### src/rtl/fkue_pkg.sv
// ============================================================================
// fkue_pkg: flash interface key unlock / page erase shared definitions
// Register indexes, key words, control and status bit positions, and the
// key machine state type.
// ============================================================================
`default_nettype none

package fkue_pkg;

    // Field widths
    localparam int DATA_W      = 32;
    localparam int INDEX_W     = 5;
    localparam int PAGE_W      = 7;

    // Packed stream widths (fields padded to whole bytes)
    localparam int IN_TDATA_W  = 40;
    localparam int OUT_TDATA_W = 104;

    // Access kinds
    localparam logic FUNC_READ  = 1'b0;
    localparam logic FUNC_WRITE = 1'b1;

    // Register word indexes
    localparam logic [INDEX_W-1:0] IDX_KEY     = 5'd2;
    localparam logic [INDEX_W-1:0] IDX_STATUS  = 5'd4;
    localparam logic [INDEX_W-1:0] IDX_CONTROL = 5'd5;

    // Unlock keys
    localparam logic [DATA_W-1:0] KEY_FIRST  = 32'h4567_0123;
    localparam logic [DATA_W-1:0] KEY_SECOND = 32'hCDEF_89AB;

    // Reset values
    localparam logic [DATA_W-1:0] CONTROL_RESET    = 32'hC000_0000;
    localparam logic [DATA_W-1:0] FLASH_BASE_RESET = 32'h0800_0000;

    // Status bits 15:0 are write-one-to-clear
    localparam logic [DATA_W-1:0] W1C_MASK = 32'h0000_FFFF;

    // Control and status bit positions
    localparam int BIT_LOCK   = 31;
    localparam int BIT_START  = 16;
    localparam int BIT_PER    = 1;
    localparam int BIT_WRPERR = 4;
    localparam int PAGE_LSB   = 3;

    // Key machine
    typedef enum logic [1:0] {
        KS_LOCKED   = 2'd0,
        KS_KEY1     = 2'd1,
        KS_UNLOCKED = 2'd2
    } key_state_t;

endpackage

`default_nettype wire

### src/rtl/flash_interface_key_unlock_erase.sv
// ============================================================================
// flash_interface_key_unlock_erase: flash register block with key unlock
// Word-access register file, two-key unlock machine, lock bit handling,
// write-protect error flag and page erase range generation.
// ============================================================================
// Each result is registered: a request passes the input register and then the
// output register, and a stall on m_axis_tready can hold it in either.
// Throughput: one request per cycle; while a result waits, the input register
// takes one more request, then s_axis_tready drops until the result is taken.
// Reset (rst_n low, asynchronous): key machine locked, control 0xC0000000,
// all other words zero, base address 0x08000000, both stages empty.
`default_nettype none

module flash_interface_key_unlock_erase
    import fkue_pkg::*;
#(
    parameter int REG_WORDS  = 21,
    parameter int PAGE_BYTES = 2048,
    parameter int PAGE_COUNT = 128
)(
    input  wire                    clk,
    input  wire                    rst_n,

    // Configuration: flash base address
    input  wire                    cfg_we,
    input  wire [DATA_W-1:0]       cfg_wdata,

    // Request stream
    input  wire                    s_axis_tvalid,
    output logic                   s_axis_tready,
    // tdata: reg_index[4:0], write_data[36:5], zero pad[39:37]
    input  wire [IN_TDATA_W-1:0]   s_axis_tdata,
    // tuser: func[0]
    input  wire [0:0]              s_axis_tuser,

    // Result stream
    output logic                   m_axis_tvalid,
    input  wire                    m_axis_tready,
    // tdata: read_data[31:0], erase_go[32], erase_first[64:33],
    //        erase_last[96:65], array_writable[97], zero pad[103:98]
    output logic [OUT_TDATA_W-1:0] m_axis_tdata
);

    localparam int RF_IDX_W = $clog2(REG_WORDS);

    // ------------------------------------------------------------------
    // Registers
    // ------------------------------------------------------------------
    logic                 in_valid_reg,   in_valid_next;
    logic                 in_func_reg;
    logic [INDEX_W-1:0]   in_idx_reg;
    logic [DATA_W-1:0]    in_data_reg;

    logic                 out_valid_reg,  out_valid_next;
    logic [DATA_W-1:0]    out_rdata_reg,  out_rdata_next;
    logic                 out_go_reg,     out_go_next;
    logic [DATA_W-1:0]    out_first_reg,  out_first_next;
    logic [DATA_W-1:0]    out_last_reg,   out_last_next;
    logic                 out_wr_reg,     out_wr_next;

    logic [DATA_W-1:0]    base_reg;
    key_state_t           key_state_reg,  key_state_next;
    logic [DATA_W-1:0]    rf_reg  [REG_WORDS];
    logic [DATA_W-1:0]    rf_next [REG_WORDS];

    // ------------------------------------------------------------------
    // Handshake
    // ------------------------------------------------------------------
    logic s_accept;
    logic advance;

    assign advance       = in_valid_reg && (!out_valid_reg || m_axis_tready);
    assign s_axis_tready = !in_valid_reg || advance;
    assign s_accept      = s_axis_tvalid && s_axis_tready;

    always_comb
    begin
        in_valid_next = in_valid_reg;
        if (s_accept)
        begin
            in_valid_next = 1'b1;
        end
        else if (advance)
        begin
            in_valid_next = 1'b0;
        end

        out_valid_next = out_valid_reg;
        if (advance)
        begin
            out_valid_next = 1'b1;
        end
        else if (m_axis_tready)
        begin
            out_valid_next = 1'b0;
        end
    end

    // ------------------------------------------------------------------
    // Request decode
    // ------------------------------------------------------------------
    logic                is_write;
    logic                in_range;
    logic                hit_key;
    logic                hit_status;
    logic                hit_control;
    logic [RF_IDX_W-1:0] rf_idx;
    logic                unlocked;

    assign is_write    = (in_func_reg == FUNC_WRITE);
    assign in_range    = ({27'd0, in_idx_reg} < 32'(REG_WORDS));
    assign hit_key     = (in_idx_reg == IDX_KEY);
    assign hit_status  = (in_idx_reg == IDX_STATUS);
    assign hit_control = (in_idx_reg == IDX_CONTROL);
    assign rf_idx      = in_idx_reg[RF_IDX_W-1:0];

    // ------------------------------------------------------------------
    // Key machine: next state
    // ------------------------------------------------------------------
    always_comb
    begin
        key_state_next = key_state_reg;
        if (advance && is_write)
        begin
            if (hit_key)
            begin
                if (in_data_reg == KEY_FIRST)
                begin
                    key_state_next = KS_KEY1;
                end
                else if (in_data_reg == KEY_SECOND && key_state_reg == KS_KEY1)
                begin
                    key_state_next = KS_UNLOCKED;
                end
            end
            else
            begin
                unique case (key_state_reg)
                    KS_KEY1:     key_state_next = KS_LOCKED;
                    KS_UNLOCKED:
                    begin
                        // writing LOCK relocks
                        if (hit_control && in_data_reg[BIT_LOCK])
                        begin
                            key_state_next = KS_LOCKED;
                        end
                    end
                    default:     key_state_next = key_state_reg;
                endcase
            end
        end
    end

    // ------------------------------------------------------------------
    // Key machine: outputs
    // ------------------------------------------------------------------
    always_comb
    begin
        unique case (key_state_reg)
            KS_UNLOCKED: unlocked = 1'b1;
            default:     unlocked = 1'b0;
        endcase
    end

    // ------------------------------------------------------------------
    // Control word, erase request and page range
    // ------------------------------------------------------------------
    logic [DATA_W-1:0] ctrl_val;
    logic              erase_req;
    logic              wp_error;
    logic [PAGE_W-1:0] page;
    logic              page_ok;
    logic [DATA_W-1:0] page_off;
    logic [DATA_W-1:0] erase_first;
    logic [DATA_W-1:0] erase_last;

    always_comb
    begin
        ctrl_val = in_data_reg;
        // LOCK stays set until unlocked
        if (!unlocked)
        begin
            ctrl_val[BIT_LOCK] = 1'b1;
        end
    end

    assign erase_req   = is_write && hit_control && ctrl_val[BIT_START] && ctrl_val[BIT_PER];
    assign wp_error    = erase_req && ctrl_val[BIT_LOCK];
    assign page        = ctrl_val[PAGE_LSB +: PAGE_W];
    assign page_ok     = ({1'b0, page} < 8'(PAGE_COUNT));
    assign page_off    = {{(DATA_W-PAGE_W){1'b0}}, page} * 32'(PAGE_BYTES);
    assign erase_first = base_reg + page_off;
    assign erase_last  = erase_first + 32'(PAGE_BYTES - 1);

    // ------------------------------------------------------------------
    // Register file update and read
    // ------------------------------------------------------------------
    always_comb
    begin
        for (int i = 0; i < REG_WORDS; i++)
        begin
            rf_next[i] = rf_reg[i];
        end
        if (advance && is_write)
        begin
            if (hit_control)
            begin
                rf_next[IDX_CONTROL] = ctrl_val & ~(32'd1 << BIT_START);
                if (wp_error)
                begin
                    rf_next[IDX_STATUS] = rf_reg[IDX_STATUS] | (32'd1 << BIT_WRPERR);
                end
            end
            else if (hit_status)
            begin
                rf_next[IDX_STATUS] = rf_reg[IDX_STATUS] & ~(in_data_reg & W1C_MASK);
            end
            else if (!hit_key && in_range)
            begin
                rf_next[rf_idx] = in_data_reg;
            end
        end
    end

    // ------------------------------------------------------------------
    // Result
    // ------------------------------------------------------------------
    always_comb
    begin
        out_rdata_next = '0;
        if (!is_write && in_range)
        begin
            out_rdata_next = rf_reg[rf_idx];
            // control reads reflect the lock state
            if (hit_control)
            begin
                out_rdata_next[BIT_LOCK] = !unlocked;
            end
        end

        out_go_next    = erase_req && !ctrl_val[BIT_LOCK] && page_ok;
        out_first_next = out_go_next ? erase_first : '0;
        out_last_next  = out_go_next ? erase_last  : '0;
        out_wr_next    = (key_state_next == KS_UNLOCKED);
    end

    // ------------------------------------------------------------------
    // State registers
    // ------------------------------------------------------------------
    always_ff @(posedge clk or negedge rst_n)
    begin
        if (!rst_n)
        begin
            in_valid_reg  <= 1'b0;
            out_valid_reg <= 1'b0;
            key_state_reg <= KS_LOCKED;
            base_reg      <= FLASH_BASE_RESET;
            for (int i = 0; i < REG_WORDS; i++)
            begin
                rf_reg[i] <= (i == int'(IDX_CONTROL)) ? CONTROL_RESET : '0;
            end
        end
        else
        begin
            in_valid_reg  <= in_valid_next;
            out_valid_reg <= out_valid_next;
            key_state_reg <= key_state_next;
            if (cfg_we)
            begin
                base_reg <= cfg_wdata;
            end
            for (int i = 0; i < REG_WORDS; i++)
            begin
                rf_reg[i] <= rf_next[i];
            end
        end
    end

    // ------------------------------------------------------------------
    // Payload registers
    // ------------------------------------------------------------------
    always_ff @(posedge clk)
    begin
        if (s_accept)
        begin
            in_func_reg <= s_axis_tuser[0];
            in_idx_reg  <= s_axis_tdata[INDEX_W-1:0];
            in_data_reg <= s_axis_tdata[INDEX_W +: DATA_W];
        end
        if (advance)
        begin
            out_rdata_reg <= out_rdata_next;
            out_go_reg    <= out_go_next;
            out_first_reg <= out_first_next;
            out_last_reg  <= out_last_next;
            out_wr_reg    <= out_wr_next;
        end
    end

    assign m_axis_tvalid = out_valid_reg;
    assign m_axis_tdata  = {6'd0, out_wr_reg, out_last_reg, out_first_reg,
                            out_go_reg, out_rdata_reg};

    // ------------------------------------------------------------------
    // Assertions
    // ------------------------------------------------------------------
    a_go_needs_unlock: assert property (@(posedge clk) disable iff (!rst_n)
        (out_valid_reg && out_go_reg) |-> out_wr_reg)
        else $error("erase started while array not writable");

    a_writable_tracks_key: assert property (@(posedge clk) disable iff (!rst_n)
        out_valid_reg |-> (out_wr_reg == (key_state_reg == KS_UNLOCKED)))
        else $error("array_writable disagrees with key state");

    a_range_span: assert property (@(posedge clk) disable iff (!rst_n)
        (out_valid_reg && out_go_reg) |->
            ((out_last_reg - out_first_reg) == 32'(PAGE_BYTES - 1)))
        else $error("erase range does not span one page");

    a_range_idle: assert property (@(posedge clk) disable iff (!rst_n)
        (out_valid_reg && !out_go_reg) |->
            (out_first_reg == '0 && out_last_reg == '0))
        else $error("erase range set without erase");

    a_wp_flag: assert property (@(posedge clk) disable iff (!rst_n)
        (advance && wp_error) |=> rf_reg[IDX_STATUS][BIT_WRPERR])
        else $error("write-protect error flag not raised");

endmodule

`default_nettype wire
### config.mk
export PLATFORM = sky130hd
export DESIGN_NAME = flash_interface_key_unlock_erase
export DESIGN_NICKNAME = d
export VERILOG_FILES = /design/src/rtl/fkue_pkg.sv /design/src/rtl/flash_interface_key_unlock_erase.sv
export SDC_FILE = /design/constraint.sdc
export NUM_CORES = 1
export LEC_CHECK = 0
export BUFFER_PORTS_ARGS = -buffer_cell sky130_fd_sc_hd__buf_2
export CAP_MARGIN = 10
export CORE_UTILIZATION = 69
export CTS_BUF_LIST = sky130_fd_sc_hd__clkbuf_8
export DETAILED_ROUTE_END_ITERATION = 10
export PLACE_DENSITY = 0.94
export SLEW_MARGIN = 20
export SYNTH_ARGS = -nofsm -noshare
export SYNTH_HDL_FRONTEND = slang
export SYNTH_SLANG_ARGS = --single-unit
### constraint.sdc
create_clock -name clk -period 9.7 [get_ports clk]
set_clock_uncertainty 0.1 [all_clocks]
set_input_delay 1.455 -clock clk [delete_from_list [all_inputs] [get_ports clk]]
set_output_delay 1.455 -clock clk [all_outputs]
set_load 0.005 [all_outputs]
==> run_results.csv <==
group,metric,value,unit
critical_path,cpMaxStageDelayCell,"nor4_2",
synth,yosys_most_used_dff,"dfrtp_1",
place,post-place-ws,4.74,ns
layout,stdcell_area,40800,um^2
clock_network,cts_buffer_depth,3,
drt,route.detailed.drc,0,
clock_network,clk_pin_slew,0.06,ns
status,status,"completed",
global_routing,met2_usage,0.573,
floorplan,die_area,54300,um^2
drt,routed-via-count,22700,
sta,hold_slack,0.269,ns
power_and_ir_drop,leakagePower,0.0185,uW
synth,synthCells,2409,
layout,fin_util,0.775,
power_and_ir_drop,powerDensity,199,nW/um^2
clock_network,tritoncts,"built",
sta,setup_ws,5.08,ns
clock_network,worst_skew_pair.late_latency,0.82,ns
critical_path,cp.required,10.26,ns
critical_path,endpoint_kind,"flop",
drt,ant_nets,0,
clock_network,cts_setup_buffers,0,
synth,yosys_warnings,0,
sta,fin_crit,4.62,ns
critical_path,cp.arrival,5.18,ns
synth,synth_cell_types,74,
clock_network,numClockSinks,844,
sta,max_slew_margin,0.299,
critical_path,path_common_cell,"buf_4",
global_routing,grt_use_met1,0.463,
layout,largest_reg_flops,672,
global_routing,grt_max_degree,128,
layout,nFillCells,2626,
drt,wire_per_inst,28.5,um
global_routing,grt_first_pass_wirelength,145,mm
synth,seq_area_frac_synth,0.592,
sta,tns,0,ns
floorplan,die_y,233,um
place,dpl_cell_area,38100,um^2
global_routing,top_usage_layer,"met2",
sta,tightestPinTransition,1.05,ns
floorplan,rows,84,
sta,rsz0062_at_grt,"false",
clock_network,cts_hold_buffers,0,
power_and_ir_drop,ir_worst_vdd,160,uV
global_routing,grt_util_met3,0.0952,
drt,drtIter0Drc,2308,
sta,hold_violations,0,
critical_path,path_max_fanout,61,
clock_network,cts_buffers,133,
critical_path,cpPeakStageDelay,0.92,ns
hold_path,hp-class,"flop to flop",
drt,wl,94.4,mm
global_routing,track_usage,0.364,
synth,ys_ff_latch,844,
critical_path,timing_worst_setup_path_type,"flop to flop",
critical_path,crit_path_cell_trace,"buf_4 -> o2111ai_1 -> nor4_2 -> buf_4 -> mux2_2",
clock_network,cts_resized,0,
global_routing,antenna_found_initial,6,
synth,netlist_area,36800,um^2
global_routing,grt_remaining_overflow,0,
drt,drtPass1Iterations,7,
job,maxCapViolCount,0,
sta,setup_viol,0,
layout,drive_gt1_frac,0.472,
drt,routed_via_density,6.85,
critical_path,startpoint_type,"flop",
layout,final_nets,2604,
sta,finalCritPeriodShare,0.476,
floorplan,start_util,0.700,
sta,slew_viol_final,0,
synth,syn_area_per_cell,15.3,um^2
place,gp_congestion,0.881,
synth,synthArstFlopShare,0.839,
layout,area_growth,10.7,%
place,hpwl,53.2,mm
clock_network,cts_root_buf,"clkbuf_8",
synth,synth-edff-count,136,
floorplan,coreArea,52700,um^2
global_routing,grt_pass1_vias,24300,
place,port_buffers,174,
floorplan,dieWidth,233,um
clock_network,htreeDepth,4,
sta,fmax,0.216,GHz
floorplan,io-pin-count,184,
-- metal layers --
metal / up-vias / wire (um)
li1: 9116 / -
met1: 11800 / 34200
met2: 1380 / 46200
met3: 401 / 8570
met4: 0 / 5460
met5: - / 0
-- kinds of logic (layout without fill, tap and decap cells) --
family                     after synthesis  in the layout  share of synthesized area
DFF                                    844            844                      0.592
muxes                                  788            788                      0.290
buffers and inverters                  275            477                     0.0292
and+or+nand+nor                        247            247                     0.0353
AOI/OAI and AO/OA                      201            201                     0.0398
xor gates and xnor gates                41             41                    0.00975
adders and majority gates               12             12                    0.00428
other                                    1             12                   0.000102
-- where the power goes --
group	internal [uW]	switching (uW)	total, uW
combinational	484	409	894
clock	1570	1410	2970
sequential	3980	265	4250
total	6030	2080	8110
-- metrics by stage --
step / power, uW / cells
floorplan: 4840 / 2414
global placement: 5060 / 3066
detailed placement: 5160 / 3067
CTS: 8120 / 3304
global route: 8400 / 3310
finish: 8110 / 3310
-- critical path: cells and delay by family, from the launching register on --
kind            cells  cell delay [ns]
flops               1             0.81
mux                 1             0.41
buf+inv             2             1.48
simple gates        1             0.92
compound gates      1             0.63
-- cells in the mapped netlist, drive strengths merged, types with 3 or more instances --
cell	count	area share
dfstp	3	0.0021
o21ai	18	0.0024
nand2b	18	0.0031
and3	7	0.0012
edfxtp	136	0.11
nor2	73	0.0074
or4	5	0.0010
nand4	7	0.0016
nand3b	4	0.00082
nor3b	4	0.00082
clkbuf	219	0.022
nor4	11	0.0019
and2	17	0.0029
nand4b	4	0.00095
nand2	42	0.0043
a211oi	4	0.0013
or3	6	0.0010
xnor2	22	0.0052
nor2b	7	0.0012
xor2	19	0.0045
nor3	24	0.0034
or2	3	0.00051
a21boi	15	0.0031
o31ai	3	0.00075
dfrtp	705	0.48
nand3	5	0.00068
a21o	4	0.0010
mux2	627	0.19
a21oi	13	0.0018
a22oi	91	0.019
nor4b	4	0.0011
mux4	160	0.098
a221oi	3	0.00071
inv	16	0.0016
a31oi	33	0.0056
buf	40	0.0053
ha	11	0.0037
-- final timing paths --
check / from / endpoint / slack (ns) / cells after the start
max: in_idx_reg[1]$_DFFE_PP_ / rf_reg[546]$_DFFE_PN0P_ / 5.08 / 5
min: rf_reg[602]$_DFFE_PN0P_ / rf_reg[602]$_DFFE_PN0P_ / 0.27 / 0
max reg2reg: in_idx_reg[1]$_DFFE_PP_ / rf_reg[546]$_DFFE_PN0P_ / 5.08 / 5
min reg2reg: rf_reg[602]$_DFFE_PN0P_ / rf_reg[602]$_DFFE_PN0P_ / 0.27 / 0
max in group asynchronous: rst_n / rf_reg[265]$_DFFE_PN0P_ / 6.66 / 3
min in group asynchronous: rst_n / rf_reg[604]$_DFFE_PN0P_ / 0.63 / 1
-- placed cells by master (no fill, tap or decap), types with 7 or more instances in the layout --
cell type   count
nor3_2         10
nor2_1         67
edfxtp_1      136
a22oi_1        91
mux2_2        623
o21ai_0        18
nand2_1        42
xor2_1         19
nor4_1          9
inv_1          63
buf_2         173
xnor2_1        22
nand2b_1       16
clkbuf_8      166
ha_1           11
a31oi_1        33
mux4_2        160
a21oi_1        13
and2_1         14
dfrtp_1       705
nor3_1         13
clkinvlp_4      7
a21boi_0       15
buf_4          45
-- final cells by class --
| type | instances | area [um^2] | area share |
|---|---|---|---|
| clock inverters | 71 | 344 | 0.00844 |
| diodes | 6 | 15.0 | 0.000368 |
| well taps | 688 | 861 | 0.0211 |
| inverters | 16 | 60.1 | 0.00147 |
| multi-input cells | 1295 | 14100 | 0.346 |
| repair buffers | 224 | 1290 | 0.0316 |
| flip-flops and latches | 844 | 21800 | 0.535 |
| clock buffers | 166 | 2280 | 0.0560 |
(Power assumes the default switching activity.)
